===== config.mk =====
export PLATFORM = sky130hd
export DESIGN_NAME = rain_qualified_roof_motor_controller
export DESIGN_NICKNAME = d
export VERILOG_FILES = /design/src/design/rqrmc_pkg.sv /design/src/design/rqrmc_cfg.sv /design/src/design/rqrmc_step.sv /design/src/design/rain_qualified_roof_motor_controller.sv
export SDC_FILE = /design/constraint.sdc
export NUM_CORES = 1
export LEC_CHECK = 0
export ABC_CLOCK_PERIOD_IN_PS = 12400
export BUFFER_PORTS_ARGS = -buffer_cell sky130_fd_sc_hd__buf_2
export CAP_MARGIN = 15
export CORE_MARGIN = 4
export CORE_UTILIZATION = 35
export CTS_BUF_LIST = sky130_fd_sc_hd__clkbuf_8
export CTS_CLUSTER_SIZE = 20
export DETAILED_ROUTE_END_ITERATION = 16
export MAX_ROUTING_LAYER = met4
export PLACE_DENSITY = 0.62
export SYNTH_ARGS = -nofsm -noshare
export SYNTH_HDL_FRONTEND = slang
export SYNTH_HIERARCHICAL = 1
export SYNTH_SLANG_ARGS = --single-unit

===== constraint.sdc =====
create_clock -name clk -period 12.4 [get_ports clk]
set_input_delay 2.48 -clock clk [delete_from_list [all_inputs] [get_ports clk]]
set_output_delay 2.48 -clock clk [all_outputs]
set_load 0.01 [all_outputs]

===== src/design/rqrmc_pkg.sv =====
// shared types and constants for the rain-qualified roof motor controller
`timescale 1ns / 1ps

package rqrmc_pkg;

  // default counter width for the run and move timers
  localparam int unsigned TIMER_BITS_DEF = 17;

  localparam int unsigned THR_W  = 16;
  localparam int unsigned DUTY_W = 8;
  localparam int unsigned IDX_W  = 2;
  localparam int unsigned DATA_W = 16;

  // register reset values
  localparam logic [THR_W-1:0]  RAIN_CONFIRM_RST = 16'd3000;
  localparam logic [THR_W-1:0]  DRY_CONFIRM_RST  = 16'd30000;
  localparam logic [THR_W-1:0]  MAX_MOVE_RST     = 16'd8000;
  localparam logic [DUTY_W-1:0] DRIVE_DUTY_RST   = 8'd200;

  // configuration register indexes
  typedef enum logic [IDX_W-1:0] {
    CFG_RAIN_CONFIRM = 2'd0,
    CFG_DRY_CONFIRM  = 2'd1,
    CFG_MAX_MOVE     = 2'd2,
    CFG_DRIVE_DUTY   = 2'd3
  } cfg_idx_t;

  // roof position / motion
  typedef enum logic [1:0] {
    MODE_OPEN    = 2'd0,
    MODE_CLOSED  = 2'd1,
    MODE_CLOSING = 2'd2,
    MODE_OPENING = 2'd3
  } roof_mode_t;

  typedef struct packed {
    logic [THR_W-1:0]  rain_confirm_ticks;
    logic [THR_W-1:0]  dry_confirm_ticks;
    logic [THR_W-1:0]  max_move_ticks;
    logic [DUTY_W-1:0] drive_duty;
  } cfg_t;

  typedef struct packed {
    roof_mode_t        mode;
    logic              bridge_a;
    logic              bridge_b;
    logic [DUTY_W-1:0] pwm_duty;
    logic              move_timeout;
  } result_t;

endpackage


===== src/design/rqrmc_cfg.sv =====
// configuration register bank
`timescale 1ns / 1ps

module rqrmc_cfg (
  input  logic                             clk,
  input  logic                             rst,
  input  logic                             cfg_valid,
  output logic                             cfg_ready,
  input  logic [rqrmc_pkg::IDX_W-1:0]      cfg_index,
  input  logic [rqrmc_pkg::DATA_W-1:0]     cfg_data,
  output rqrmc_pkg::cfg_t                  cfg
);

  // writes are always taken
  assign cfg_ready = 1'b1;

  // register writes
  always_ff @(posedge clk) begin
    if (rst) begin
      cfg.rain_confirm_ticks <= rqrmc_pkg::RAIN_CONFIRM_RST;
      cfg.dry_confirm_ticks  <= rqrmc_pkg::DRY_CONFIRM_RST;
      cfg.max_move_ticks     <= rqrmc_pkg::MAX_MOVE_RST;
      cfg.drive_duty         <= rqrmc_pkg::DRIVE_DUTY_RST;
    end else if (cfg_valid && cfg_ready) begin
      unique case (cfg_index)
        rqrmc_pkg::CFG_RAIN_CONFIRM: cfg.rain_confirm_ticks <= cfg_data;
        rqrmc_pkg::CFG_DRY_CONFIRM:  cfg.dry_confirm_ticks  <= cfg_data;
        rqrmc_pkg::CFG_MAX_MOVE:     cfg.max_move_ticks     <= cfg_data;
        rqrmc_pkg::CFG_DRIVE_DUTY:
          cfg.drive_duty <= cfg_data[rqrmc_pkg::DUTY_W-1:0];
        default: ;
      endcase
    end
  end

endmodule


===== src/design/rqrmc_step.sv =====
// per-tick next-state and motor drive logic
`timescale 1ns / 1ps

module rqrmc_step #(
  parameter int unsigned TIMER_BITS = rqrmc_pkg::TIMER_BITS_DEF
) (
  input  rqrmc_pkg::cfg_t        cfg,
  input  logic                   wet,
  input  logic                   open_hit,
  input  logic                   close_hit,
  input  rqrmc_pkg::roof_mode_t  mode,
  input  logic                   run_is_wet,
  input  logic                   run_valid,
  input  logic [TIMER_BITS-1:0]  run_ticks,
  input  logic [TIMER_BITS-1:0]  move_ticks,
  output rqrmc_pkg::roof_mode_t  mode_next,
  output logic                   run_is_wet_next,
  output logic                   run_valid_next,
  output logic [TIMER_BITS-1:0]  run_ticks_next,
  output logic [TIMER_BITS-1:0]  move_ticks_next,
  output rqrmc_pkg::result_t     res
);

  // compare width covers both the counters and the 16-bit thresholds
  localparam int unsigned CW = (TIMER_BITS > rqrmc_pkg::THR_W) ? TIMER_BITS
                                                                : rqrmc_pkg::THR_W;
  localparam logic [TIMER_BITS-1:0] TMAX = {TIMER_BITS{1'b1}};

  logic                  new_run;
  logic [TIMER_BITS-1:0] run_inc;
  logic [TIMER_BITS-1:0] move_inc;
  logic                  rain_ok;
  logic                  dry_ok;

  // run length tracking with saturation
  assign new_run         = !run_valid || (run_is_wet != wet);
  assign run_inc         = (run_ticks == TMAX) ? TMAX : run_ticks + 1'b1;
  assign move_inc        = (move_ticks == TMAX) ? TMAX : move_ticks + 1'b1;
  assign run_valid_next  = 1'b1;
  assign run_is_wet_next = wet;
  assign run_ticks_next  = new_run ? '0 : run_inc;

  // confirmation on the updated run length
  assign rain_ok = wet && (CW'(run_ticks_next) > CW'(cfg.rain_confirm_ticks));
  assign dry_ok  = !wet && (CW'(run_ticks_next) > CW'(cfg.dry_confirm_ticks));

  // mode transitions and bridge drive
  always_comb begin
    rqrmc_pkg::roof_mode_t m;
    logic [TIMER_BITS-1:0] mv;
    logic                  opening;
    logic                  hit;
    m       = mode;
    mv      = move_inc;
    res     = '0;
    if (rain_ok && m != rqrmc_pkg::MODE_CLOSED && m != rqrmc_pkg::MODE_CLOSING) begin
      m  = rqrmc_pkg::MODE_CLOSING;
      mv = '0;
    end
    if (dry_ok && m != rqrmc_pkg::MODE_OPEN && m != rqrmc_pkg::MODE_OPENING) begin
      m  = rqrmc_pkg::MODE_OPENING;
      mv = '0;
    end
    opening = (m == rqrmc_pkg::MODE_OPENING);
    hit     = opening ? open_hit : close_hit;
    if (m == rqrmc_pkg::MODE_CLOSING || m == rqrmc_pkg::MODE_OPENING) begin
      if (hit) begin
        m = opening ? rqrmc_pkg::MODE_OPEN : rqrmc_pkg::MODE_CLOSED;
      end else if (CW'(mv) > CW'(cfg.max_move_ticks)) begin
        res.move_timeout = 1'b1;
      end else begin
        res.bridge_a = opening;
        res.bridge_b = !opening;
        res.pwm_duty = cfg.drive_duty;
      end
    end
    res.mode        = m;
    mode_next       = m;
    move_ticks_next = mv;
  end

endmodule


===== src/design/rain_qualified_roof_motor_controller.sv =====
// A tick accepted into the input register is evaluated into the result register, which drives the result port.
// Throughput: one tick per cycle; the input register and the result register each
// advance whenever the result register is empty or its transfer completes.
// Reset (rst, synchronous): roof open, no run, timers zero, registers at defaults,
// both pipeline stages empty.
`timescale 1ns / 1ps

module rain_qualified_roof_motor_controller #(
  parameter int unsigned TIMER_BITS = rqrmc_pkg::TIMER_BITS_DEF
) (
  input  logic                               clk,
  input  logic                               rst,
  input  logic                               in_valid,
  output logic                               in_stall,
  input  logic                               rain_wet,
  input  logic                               open_limit_hit,
  input  logic                               close_limit_hit,
  output logic                               out_valid,
  input  logic                               out_stall,
  output logic [1:0]                         roof_mode,
  output logic                               bridge_a,
  output logic                               bridge_b,
  output logic [rqrmc_pkg::DUTY_W-1:0]       pwm_duty,
  output logic                               move_timeout,
  input  logic                               cfg_valid,
  output logic                               cfg_ready,
  input  logic [rqrmc_pkg::IDX_W-1:0]        cfg_index,
  input  logic [rqrmc_pkg::DATA_W-1:0]       cfg_data
);

  rqrmc_pkg::cfg_t       cfg;

  logic                  in_q_valid;
  logic                  in_q_wet;
  logic                  in_q_open;
  logic                  in_q_close;
  logic                  advance;
  logic                  in_take;

  rqrmc_pkg::roof_mode_t mode;
  rqrmc_pkg::roof_mode_t mode_next;
  logic                  run_is_wet;
  logic                  run_is_wet_next;
  logic                  run_valid;
  logic                  run_valid_next;
  logic [TIMER_BITS-1:0] run_ticks;
  logic [TIMER_BITS-1:0] run_ticks_next;
  logic [TIMER_BITS-1:0] move_ticks;
  logic [TIMER_BITS-1:0] move_ticks_next;
  rqrmc_pkg::result_t    res_next;
  rqrmc_pkg::result_t    res;

  // configuration registers
  rqrmc_cfg u_cfg (
    .clk       (clk),
    .rst       (rst),
    .cfg_valid (cfg_valid),
    .cfg_ready (cfg_ready),
    .cfg_index (cfg_index),
    .cfg_data  (cfg_data),
    .cfg       (cfg)
  );

  // pipeline flow control
  assign advance  = in_q_valid && (!out_valid || !out_stall);
  assign in_stall = in_q_valid && !advance;
  assign in_take  = in_valid && !in_stall;

  // input register
  always_ff @(posedge clk) begin
    if (rst) begin
      in_q_valid <= 1'b0;
    end else if (in_take) begin
      in_q_valid <= 1'b1;
    end else if (advance) begin
      in_q_valid <= 1'b0;
    end
  end

  always_ff @(posedge clk) begin
    if (in_take) begin
      in_q_wet   <= rain_wet;
      in_q_open  <= open_limit_hit;
      in_q_close <= close_limit_hit;
    end
  end

  // tick evaluation
  rqrmc_step #(
    .TIMER_BITS (TIMER_BITS)
  ) u_step (
    .cfg             (cfg),
    .wet             (in_q_wet),
    .open_hit        (in_q_open),
    .close_hit       (in_q_close),
    .mode            (mode),
    .run_is_wet      (run_is_wet),
    .run_valid       (run_valid),
    .run_ticks       (run_ticks),
    .move_ticks      (move_ticks),
    .mode_next       (mode_next),
    .run_is_wet_next (run_is_wet_next),
    .run_valid_next  (run_valid_next),
    .run_ticks_next  (run_ticks_next),
    .move_ticks_next (move_ticks_next),
    .res             (res_next)
  );

  // controller state
  always_ff @(posedge clk) begin
    if (rst) begin
      mode       <= rqrmc_pkg::MODE_OPEN;
      run_is_wet <= 1'b0;
      run_valid  <= 1'b0;
      run_ticks  <= '0;
      move_ticks <= '0;
    end else if (advance) begin
      mode       <= mode_next;
      run_is_wet <= run_is_wet_next;
      run_valid  <= run_valid_next;
      run_ticks  <= run_ticks_next;
      move_ticks <= move_ticks_next;
    end
  end

  // result register
  always_ff @(posedge clk) begin
    if (rst) begin
      out_valid <= 1'b0;
    end else if (advance) begin
      out_valid <= 1'b1;
    end else if (!out_stall) begin
      out_valid <= 1'b0;
    end
  end

  always_ff @(posedge clk) begin
    if (advance) begin
      res <= res_next;
    end
  end

  assign roof_mode    = res.mode;
  assign bridge_a     = res.bridge_a;
  assign bridge_b     = res.bridge_b;
  assign pwm_duty     = res.pwm_duty;
  assign move_timeout = res.move_timeout;

`ifndef SYNTH
  // a settled roof never drives the motor
  assert property (@(posedge clk) disable iff (rst)
    out_valid && (roof_mode == rqrmc_pkg::MODE_OPEN || roof_mode == rqrmc_pkg::MODE_CLOSED)
    |-> !bridge_a && !bridge_b && pwm_duty == '0 && !move_timeout)
    else $error("settled roof with motor drive or timeout");

  // a timed-out move holds the motor off
  assert property (@(posedge clk) disable iff (rst)
    out_valid && move_timeout |-> !bridge_a && !bridge_b && pwm_duty == '0)
    else $error("motor driven during timeout");

  // the bridge is never driven both ways
  assert property (@(posedge clk) disable iff (rst)
    out_valid |-> !(bridge_a && bridge_b))
    else $error("both bridge inputs high");

  // a stalled result keeps the tick in the input register
  assert property (@(posedge clk) disable iff (rst)
    in_q_valid && out_valid && out_stall |=> in_q_valid && $stable(mode))
    else $error("tick lost or state changed under stall");
`endif

endmodule


==> qor.csv <==
stage;metric;value;unit
clock_tree;clk_lat worst skew;0.39;ns
logic_synthesis;synthesized area per cell;9.074;um^2
placement;gpl congestion;0.8577;
detailed_routing;Routed wire per std cell;14.85;um
cells_and_area;post-layout instance area;7385;um^2
clock_tree;H-tree depth;3;
worst_setup_path;cell family with most CP delay;compound AO/OA/AOI/OAI gates;
cells_and_area;n_diodes;0;
logic_synthesis;synth unique cells;55;
worst_hold_path;hold-critical path depth;2;
logic_synthesis;Mapped Area;6869;um^2
detailed_routing;DR vias;5033;
clock_tree;Post-CTS Setup Bufs;0;
logic_synthesis;Synth area leader;dfxtp_1;
clock_tree;total clock sinks;112;
timing;FMAX;0.1577;GHz
logic_synthesis;Synth area leaders;dfxtp_1 28%, mux2i_1 14%, nand2b_1 12%;
worst_setup_path;CP Launch Type;register;
logic_synthesis;Mapped Nets;833;
worst_setup_path;r2r startpoint;run_ticks[0];
cells_and_area;Core Util, Final;38.83;%
clock_tree;clk buf depth;2;
worst_setup_path;most used cell, CP;ha_1;
timing;Final Cycle Share;51.13;%
logic_synthesis;most instantiated cells after synthesis;128 x nand2b_1, 96 x dfxtp_1, 94 x mux2i_1;
worst_hold_path;WHS Endpoint;u_cfg/cfg[50];
clock_tree;clock-pin slew on the worst setup and hold paths;0.11;ns
global_routing;antenna violations before repair;0;
timing;Slew @ Worst Pin;1.076;ns
detailed_routing;DRT Pass-1 Iters;5;
worst_setup_path;crit path max-delay cell type;nand4_1;
pwr;Max rail drop VDD;0.04916;mV
floorplan;starting density of the core;36.12;%
worst_setup_path;worst-path fanout max;18;
floorplan;die area;21930;um^2
logic_synthesis;Syn Inst Count;757;
worst_hold_path;Hold Path Class;reg2reg;
worst_setup_path;R2R setup slack;6.06;ns
job;max_cap viols;0;
cells_and_area;nets;848;
cells_and_area;Area Overhead vs Synth;7.505;%
timing;skew final;0.01923;ns
placement;dpl ws;6.238;ns
worst_setup_path;Register-to-Register Path Depth;19;
global_routing;gr usage total;14.94;%
global_routing;number of global-route vias before repair;4878;
worst_hold_path;Hold Startpoint;u_cfg/cfg[50];
detailed_routing;DR DRC count;0;
timing;final worst setup slack;6.060;ns
logic_synthesis;Post-synth EDFFs;16;
clock_tree;CTS buffer count;9;
worst_setup_path;CP Class;reg2reg;
floorplan;I/O Pins;42;
worst_setup_path;worst reg2reg path endpoint;move_timeout;
worst_setup_path;crit-path cells;ha_1 -> nand3_1 -> nor3_2 -> nand4_1 -> a21oi_1 -> ha_1 -> a2111oi_0 -> nand2_1 -> a211oi_1 -> o2bb2ai_1 -> or2_2 -> a21oi_1 -> ha_1 -> a22o_1 -> nor4_1 -> o221ai_1 -> o21ai_0 -> o31ai_2 -> a21boi_0;
logic_synthesis;ys async rst share;0;%
detailed_routing;final WL;15400;um
timing;Final TNS setup;0;ns
logic_synthesis;sequential area share after synthesis;34.97;%
global_routing;gr ovfl total;0;
placement;area post-placement;7213;um^2
global_routing;largest net degree at the start of global routing;85;
pwr;PwrDens;88.22;nW/um^2
worst_setup_path;worst path bufs/invs;0;
clock_tree;Root Driver;clkbuf_8;
placement;port buffer count;40;
timing;final-report setup violation count;0;
timing;final-report hold violation count;0;
timing;RSZ-0062 raised after global routing;no;
floorplan;Rows;50;
worst_setup_path;CP Data Required Time;12.52;ns
global_routing;global-route wire length before repair;25730;um
run_status;status;finished, final reports clean;
worst_setup_path;Critical Path End Type;register;
worst_setup_path;Max stage delay on crit path;0.60;ns
worst_setup_path;worst path arrival time;6.46;ns
clock_tree;CTS hold repair buffers;0;
clock_tree;PostCTS Resize Cnt;0;
timing;Rel. slew slack;27.83;%
logic_synthesis;count leader, synth;nand2b_1;
clock_tree;TritonCTS clock tree;built;
logic_synthesis;share of the synthesized area in the top cell type;27.98;%
timing;Tmin final;6.340;ns
floorplan;core area;19020;um^2
floorplan;Die X;148.1;um
logic_synthesis;Synth warnings;6;
detailed_routing;Post-DRT Antenna Nets;0;
logic_synthesis;Primary FF master, synth;dfxtp_1;
detailed_routing;via/cell ratio;4.853;
logic_synthesis;synthesis-stage register bit count;112;
timing;Final Max Slew Viols;0;
cells_and_area;fraction of layout cells with a size suffix above 1;9.910;%
pwr;leakage;3.113;nW
floorplan;Die Height;148.1;um
detailed_routing;DRT iter0 DRCs;323;
placement;Post-DP HPWL;11450;um
-- state kept, by name, indices dropped and copies added (netlist names) --
register,cells
bridge_a,1
bridge_b,1
in_q_close,1
in_q_open,1
in_q_valid,1
in_q_wet,1
mode,2
move_ticks,17
move_timeout,1
out_valid,1
pwm_duty,8
roof_mode,2
run_is_wet,1
run_ticks,17
run_valid,1
u_cfg/cfg,56
-- how the worst max path moves through the flow --
stage	cells after the start	slack [ns]	from	end
after global placement	19	6.31	run_ticks[0]	move_timeout
after detailed placement	19	6.24	run_ticks[0]	move_timeout
after global routing	19	5.38	run_ticks[0]	pwm_duty[0]
after CTS	19	6.17	run_ticks[0]	move_timeout
final	19	6.06	run_ticks[0]	move_timeout
after floorplan	24	7.23	run_ticks[0]	pwm_duty[0]
-- tightest hold or removal path, stage by stage, from the launching register on --
cell	delay (ns)
dfxtp_1	0.33
nand2b_1	0.06
mux2i_1	0.06
-- area by class of cell --
class / instances / area, um^2
Clock buffer: 9 / 123.9
Multi-Input combinational cell: 543 / 4020
Fill cell: 1928 / 11630
Sequential cell: 112 / 2402
Inverter: 62 / 232.7
Tap cell: 260 / 325.3
Clock inverter: 7 / 47.55
Timing Repair Buffer: 44 / 232.7
-- metal layers --
layer / global-route usage [%] / share of wire [%] / vias to the layer above / routed length (um)
met5: - / 0 / - / 0
met4: 4.896 / 1.8 / 0 / 280
met3: 3.260 / 4.7 / 18 / 723
met2: 20.26 / 41 / 104 / 6282
met1: 21.91 / 53 / 2311 / 8109
li1: - / - / 2600 / -
-- layout by cell type, fill, tap and decap left out, types with 8 or more instances in the layout --
master	instances
dfxtp_1	96
nor2_1	53
nand2_1	25
a21oi_1	46
mux2i_1	94
ha_1	50
xnor2_1	13
edfxtp_1	16
xor2_1	16
nand3_1	15
nand2b_1	128
clkbuf_8	9
nand4_1	15
inv_1	64
a211oi_2	8
buf_2	39
-- per-stage QoR --
step	power [mW]	hold slack (ns)	instances
final	0.6515	0.4829	1037
after global routing	0.6838	0.5003	1037
after CTS	0.6648	0.4843	1037
after detailed placement	0.4557	0.4629	1021
after global placement	0.4554	0.4596	1021
after floorplan	0.4376	0.4487	757
-- power breakdown --
group | internal [mW] | switching [mW]
Sequential | 0.377 | 0.00582
Clock | 0.0734 | 0.131
Combinational | 0.0282 | 0.0358
Total | 0.479 | 0.173
-- logic make-up after synthesis --
group           synth area share [%]
xor+xnor                       3.698
other cells                   0.1093
mux                            13.70
buf+inv                        6.685
fa+ha+maj                      9.107
compound gates                 9.654
simple gates                   22.08
flops                          34.97
Power figures use the tool's default switching activity.
